$ cat src/sv/spq_pkg.sv
// Types, operation codes and the ordering function of the sorted priority queue.
package spq_pkg;

    localparam int unsigned DATA_W = 32;
    localparam int unsigned S_TDATA_W = 72;
    localparam int unsigned M_TDATA_W = 80;
    localparam int unsigned COUNT_OUT_W = 7;

    localparam logic [1:0] OP_INSERT = 2'd0;
    localparam logic [1:0] OP_POP    = 2'd1;
    localparam logic [1:0] OP_PEEK   = 2'd2;

    typedef struct packed {
        logic signed [DATA_W-1:0] prio;
        logic [DATA_W-1:0]        value;
    } entry_t;

    // Control shared by every cell of the chain.
    typedef struct packed {
        logic   cmp_en;
        logic   do_insert;
        logic   do_pop;
        logic   max_first;
        entry_t new_entry;
    } cell_ctl_t;

    typedef enum logic {
        ST_IDLE,
        ST_UPDATE
    } state_t;

    function automatic logic ranks_above(input logic max_first,
                                         input logic signed [DATA_W-1:0] a,
                                         input logic signed [DATA_W-1:0] b);
        return max_first ? (a > b) : (a < b);
    endfunction

endpackage

$ cat src/sv/spq_cell.sv
// One slot of the sorted chain: holds an entry, compares it against a new item and shifts.
module spq_cell (
    input  logic               aclk,
    input  logic               is_head,
    input  logic               slot_valid,
    input  logic               hit_before,
    input  spq_pkg::cell_ctl_t ctl,
    input  spq_pkg::entry_t    left_entry,
    input  spq_pkg::entry_t    right_entry,
    output spq_pkg::entry_t    slot_entry,
    output spq_pkg::entry_t    slot_entry_upd,
    output logic               slot_hit
);

    spq_pkg::entry_t entry_reg, entry_next;
    logic            hit_reg, hit_next;

    always_comb begin
        hit_next = hit_reg;
        if (ctl.cmp_en) begin
            // The head takes the new item only if it is empty or the item ranks strictly
            // above its entry; later slots take it when empty or when they do not rank above it.
            if (is_head) begin
                hit_next = !slot_valid ||
                    spq_pkg::ranks_above(ctl.max_first, ctl.new_entry.prio, entry_reg.prio);
            end else begin
                hit_next = !slot_valid ||
                    !spq_pkg::ranks_above(ctl.max_first, entry_reg.prio, ctl.new_entry.prio);
            end
        end
    end

    always_comb begin
        entry_next = entry_reg;
        if (ctl.do_insert) begin
            if (hit_before) begin
                entry_next = left_entry;
            end else if (hit_reg) begin
                entry_next = ctl.new_entry;
            end
        end else if (ctl.do_pop) begin
            entry_next = right_entry;
        end
    end

    always_ff @(posedge aclk) begin
        entry_reg <= entry_next;
        hit_reg   <= hit_next;
    end

    assign slot_entry     = entry_reg;
    assign slot_entry_upd = entry_next;
    assign slot_hit       = hit_reg;

endmodule

$ cat config.mk
export PLATFORM = sky130hd
export DESIGN_NAME = spq_cell
export DESIGN_NICKNAME = d
export VERILOG_FILES = /design/src/sv/spq_pkg.sv /design/src/sv/spq_cell.sv
export SDC_FILE = /design/constraint.sdc
export NUM_CORES = 1
export LEC_CHECK = 0
export BUFFER_PORTS_ARGS = -buffer_cell sky130_fd_sc_hd__buf_4
export CAP_MARGIN = 25
export CORE_AREA = 5 5 124 126
export DETAILED_ROUTE_END_ITERATION = 10
export DIE_AREA = 0 0 129 131
export GPL_TIMING_DRIVEN = 0
export PLACE_DENSITY = 0.67
export SETUP_SLACK_MARGIN = 0.2
export SYNTH_ARGS = -nofsm -noshare
export SYNTH_HDL_FRONTEND = slang
export SYNTH_SLANG_ARGS = --single-unit
export TNS_END_PERCENT = 100
$ cat constraint.sdc
create_clock -name aclk -period 3.32 [get_ports aclk]
set_input_delay 0.664 -clock aclk [delete_from_list [all_inputs] [get_ports aclk]]
set_output_delay 0.664 -clock aclk [all_outputs]
set_load 0.005 [all_outputs]
* Word-level counts from Yosys, hierarchy flattened
Cells that the tools add are included.
** Storage, ports and cells
- Output and inout port bits :: 129
- Input bits :: 200
- Register bits :: 65
** Operators by class
- Reductions and logical operators :: 4
- Muxes and demuxes :: 7
- Magnitude comparators :: 4
** Operator list (number)
- $mux 64 :: 4
- $gt 32x32->1 :: 2
- $lt 32x32->1 :: 2
- $mux 1 :: 3
- $logic_not 1->1 :: 2
- $logic_or 1x1->1 :: 2

* Logic depth before layout (Yosys ltp)
- Word-level depth :: 5
- Mapped depth :: 9
- Gate-level depth less buffers :: 9

* Worst setup path after synthesis
OpenSTA, ideal clock, no wires.
- Path type :: input to register
- From :: input ctl[33] (netlist bit)
- To :: register hit_reg, in the netlist slot_hit, data pin
- Path slack :: 0.883 ns
- Setup time :: 0.268 ns
- Data required time :: 3.052 ns
- Cell stages on the path :: 8
- Path buffers :: 0
- Arrival :: 2.169 ns
- Path through :: inv_1 -> ha_1 -> nor2b_1 -> o211ai_2 -> a21oi_1 -> or4b_1 -> a221oi_2 -> o311ai_1
** On the way
- Word-level cells in the longest chain between the ends :: 5
** RTL lines
- from (decl) :: RTL line spq_cell.sv:7 : input spq_pkg::cell_ctl_t ctl,
- $lt 32x32->1 / $gt 32x32->1 (equally long branches) :: RTL line spq_pkg.sv:35 : return max_first ? (a > b) : (a < b);
- $mux 1 :: RTL line spq_pkg.sv:35
- $logic_not 1->1 :: RTL line spq_cell.sv:28 : !spq_pkg::ranks_above(ctl.max_first, entry_reg.prio, ctl.new_entry.prio);
- $logic_or 1x1->1 :: RTL line spq_cell.sv:27 : hit_next = !slot_valid ||
- $mux 1 (*) :: RTL line spq_cell.sv:23 : if (is_head) begin
- to (signal assigned) :: RTL line spq_cell.sv:48 : hit_reg <= hit_next;
- to (decl) :: RTL line spq_cell.sv:16 : logic hit_reg, hit_next;
Mark *: on every way between the ends. The rest lies on a longest branch, timed or not.
A chain may end at the register's enable or synchronous reset.

==> metrics.md <==
| Metric | Value |
|---|---|
| WHS | 0.523 ns |
| Die Wd | 129 um |
| Max-cap viol count | 0 |
| Number of flops mapped to enable cells by yosys | 1 |
| PortBufs | 325 |
| Antenna viol nets, final | 0 |
| Detailed-route DRC error count | 0 |
| Final #Nets | 1178 |
| Area contributors post-synth | dfxtp_1 (27%), mux2i_1 (27%), o21ai_0 (14%) |
| Setup Skew | 0.00687 ns |
| Initial DRC count | 145 |
| Endpoints failing hold | 0 |
| Worst path max stage delay | 0.65 ns |
| Register bit total from synthesis | 65 |
| Die Area | 16900 um2 |
| DRT Pass-1 Iters | 4 |
| CP Launch Type | input port |
| Avg Inst Size Synth | 7.78 um2 |
| Area growth syn-to-layout | 63.0% |
| Pwr dens | 400 nW/um2 |
| Placed instance count | 1119 |
| Largest net degree at the start of global routing | 12 |
| Antenna violations before repair | 0 |
| Multi-input gate area | 3150 um2 |
| Total grt overflow | 0 |
| Max Slew Vio Count | 0 |
| Rel. slew slack | 45.2% |
| Worst EP required | 2.66 ns |
| Non-Filler Instances | 1134 |
| Fin crit period | 2.88 ns |
| Synth cell types | 33 |
| Worst Path Arrival | 2.22 ns |
| Highest achievable clock rate | 347 MHz |
| Status | finished clean |
| Routed WL | 20300 um |
| Post-Syn Instances | 610 |
| Critical Path Fanout Max | 10 |
| Clock tree from TritonCTS | built |
| Hold_buf cts | 0 |
| Row cnt | 44 |
| Crit Path Category | in -> out |
| Post-Route Setup TNS | 0 ns |
| Syn_nets | 842 |
| Post-synthesis sequential area ratio | 27.6% |
| Crit-path cells | buf_2 > clkbuf_1 > mux2i_1 > o21ai_0 > buf_4 |
| Top cells by count, synth | nand2_1 (135), o21ai_0 (129), mux2i_1 (128) |
| DP Wirelength | 16300 um |
| Number of global-route vias before repair | 5431 |
| FF/Latch Area | 1310 um2 |
| Leakage | 4.17 nW |
| Sink Count | 65 |
| Placer Congestion | 0.876 |
| Skew-Pair Late Insertion Delay | 0.34 ns |
| DR WL/cell | 17.9 um |
| Final setup fails | 0 |
| Hold depth | 1 |
| CTS clk-pin slew, worst paths | 0.06 ns |
| RSZ-0062 raised after global routing | false |
| YS warnings | 0 |
| Async S/R FF share, synth | 0% |
| Yosys top cell area share | 27.0% |
| Area leader, netlist | dfxtp_1 |
| Most used flip-flop cell after synthesis | dfxtp_1 |
| Mapped Area | 4740 um2 |
| First-pass GRT wire length | 29700 um |
| Reg2Reg Depth | 7 |
| Bufs on Longest Clock Path | 2 |
| Die Height | 131 um |
| Final core occ | 54.4% |
| Filler instances | 1440 |
| Starting Density | 33.4% |
| CP Capture Type | output port |
| Core area | 14200 um2 |
| Worst Hold Class | in -> reg |
| Most frequent cell after synthesis | nand2_1 |
| Pin slew with the least headroom to its limit | 0.823 ns |
| Peak supply drop | 203 uV |
| Routed vias/inst | 4.93 |
| Share of layout cells above drive strength 1 | 37.2% |
| GR Util All Layers | 22.6% |
| TritonCTS buffer count | 9 |
| H-tree lvl count | 3 |
| Root Buffer | clkbuf_16 |
| Via count | 5592 |
| I/O pins | 329 |
| Final period util | 86.8% |
| Slowest cell on crit path | clkbuf_1 |
| ANT cells | 0 |
| Pwr Total | 3.09 mW |
==> cells in the final DEF (no fill, tap or decap), types with 6 or more instances in the layout <==
| cell type | count |
|---|---|
| buf_2 | 7 |
| clkbuf_1 | 27 |
| clkbuf_16 | 9 |
| a21oi_1 | 14 |
| mux2i_1 | 128 |
| buf_4 | 325 |
| ha_1 | 32 |
| inv_1 | 32 |
| nand2_1 | 135 |
| o21ai_0 | 129 |
| nand3_1 | 6 |
| dfxtp_1 | 64 |
| buf_1 | 7 |
==> path summary, 6_finish.rpt <==
| path | to | slack (ns) | from |
|---|---|---|---|
| max | slot_entry_upd[61] | 0.44 | ctl[65] |
| min | slot_hit | 0.52 | ctl[67] |
| max reg2reg | slot_hit | 0.98 | slot_entry[47] |
| min reg2reg | slot_entry[31] | 0.60 | slot_entry[31] |
==> per-layer routing <==
metal  track usage [%]  up-vias  share of wire, %
met5                 0        -                 0
met4              7.10        0               1.9
met3              7.28       23               9.0
met2              38.9      217                49
met1              26.8     2544                40
li1                  -     2808                 -
==> worst max-delay path, delay by kind of cell <==
family	cells	cell delay, ns
muxes	1	0.18
AOI/OAI and AO/OA	1	0.27
buffers and inverters	3	1.09
==> state kept, by name, summed over array words and instances (netlist names) <==
register and count:
slot_entry 64, slot_hit 1
==> area by class of cell <==
cell class,count,area share (%)
tap,184,2.98
buffer,42,2.17
timing repair buffer,325,31.5
clock inverter,5,1.02
clock buffer,10,3.09
inverter,32,1.55
multi-input combinational,471,40.7
sequential,65,17.0
==> kinds of logic (layout without fill, tap and decap cells) <==
logic type      Yosys count  in the layout  synth area share [%]
compound gates          155            155                  17.3
fa+ha+maj                32             32                  8.44
buf+inv                  74            414                  6.04
flops                    65             65                  27.6
mux                     128            128                  27.0
simple gates            156            156                  13.6
==> through the flow <==
| stage | worst slack [ns] | instance area, um2 |
|---|---|---|
| final | 0.438 | 7730 |
| after global routing | 0.275 | 7730 |
| after floorplan | 0.883 | 4740 |
| after detailed placement | 0.406 | 7410 |
| after CTS | 0.217 | 7730 |
| after global placement | 0.433 | 7410 |
==> report_power, final <==
part	total [mW]	switching, mW	internal (mW)	leakage (nW)
sequential	0.978	0.0972	0.881	0.547
combinational	1.06	0.469	0.586	3.47
clock	1.06	0.386	0.673	0.155
total	3.09	0.952	2.14	4.17
==> what timing repair did <==
action | 4_1_cts | 5_1_grt
endpoints found under the setup margin | 0 | 59
buffers inserted | 0 | 0
gates resized for setup | 0 | 2
No activity file was read; power rests on OpenSTA's default activity.
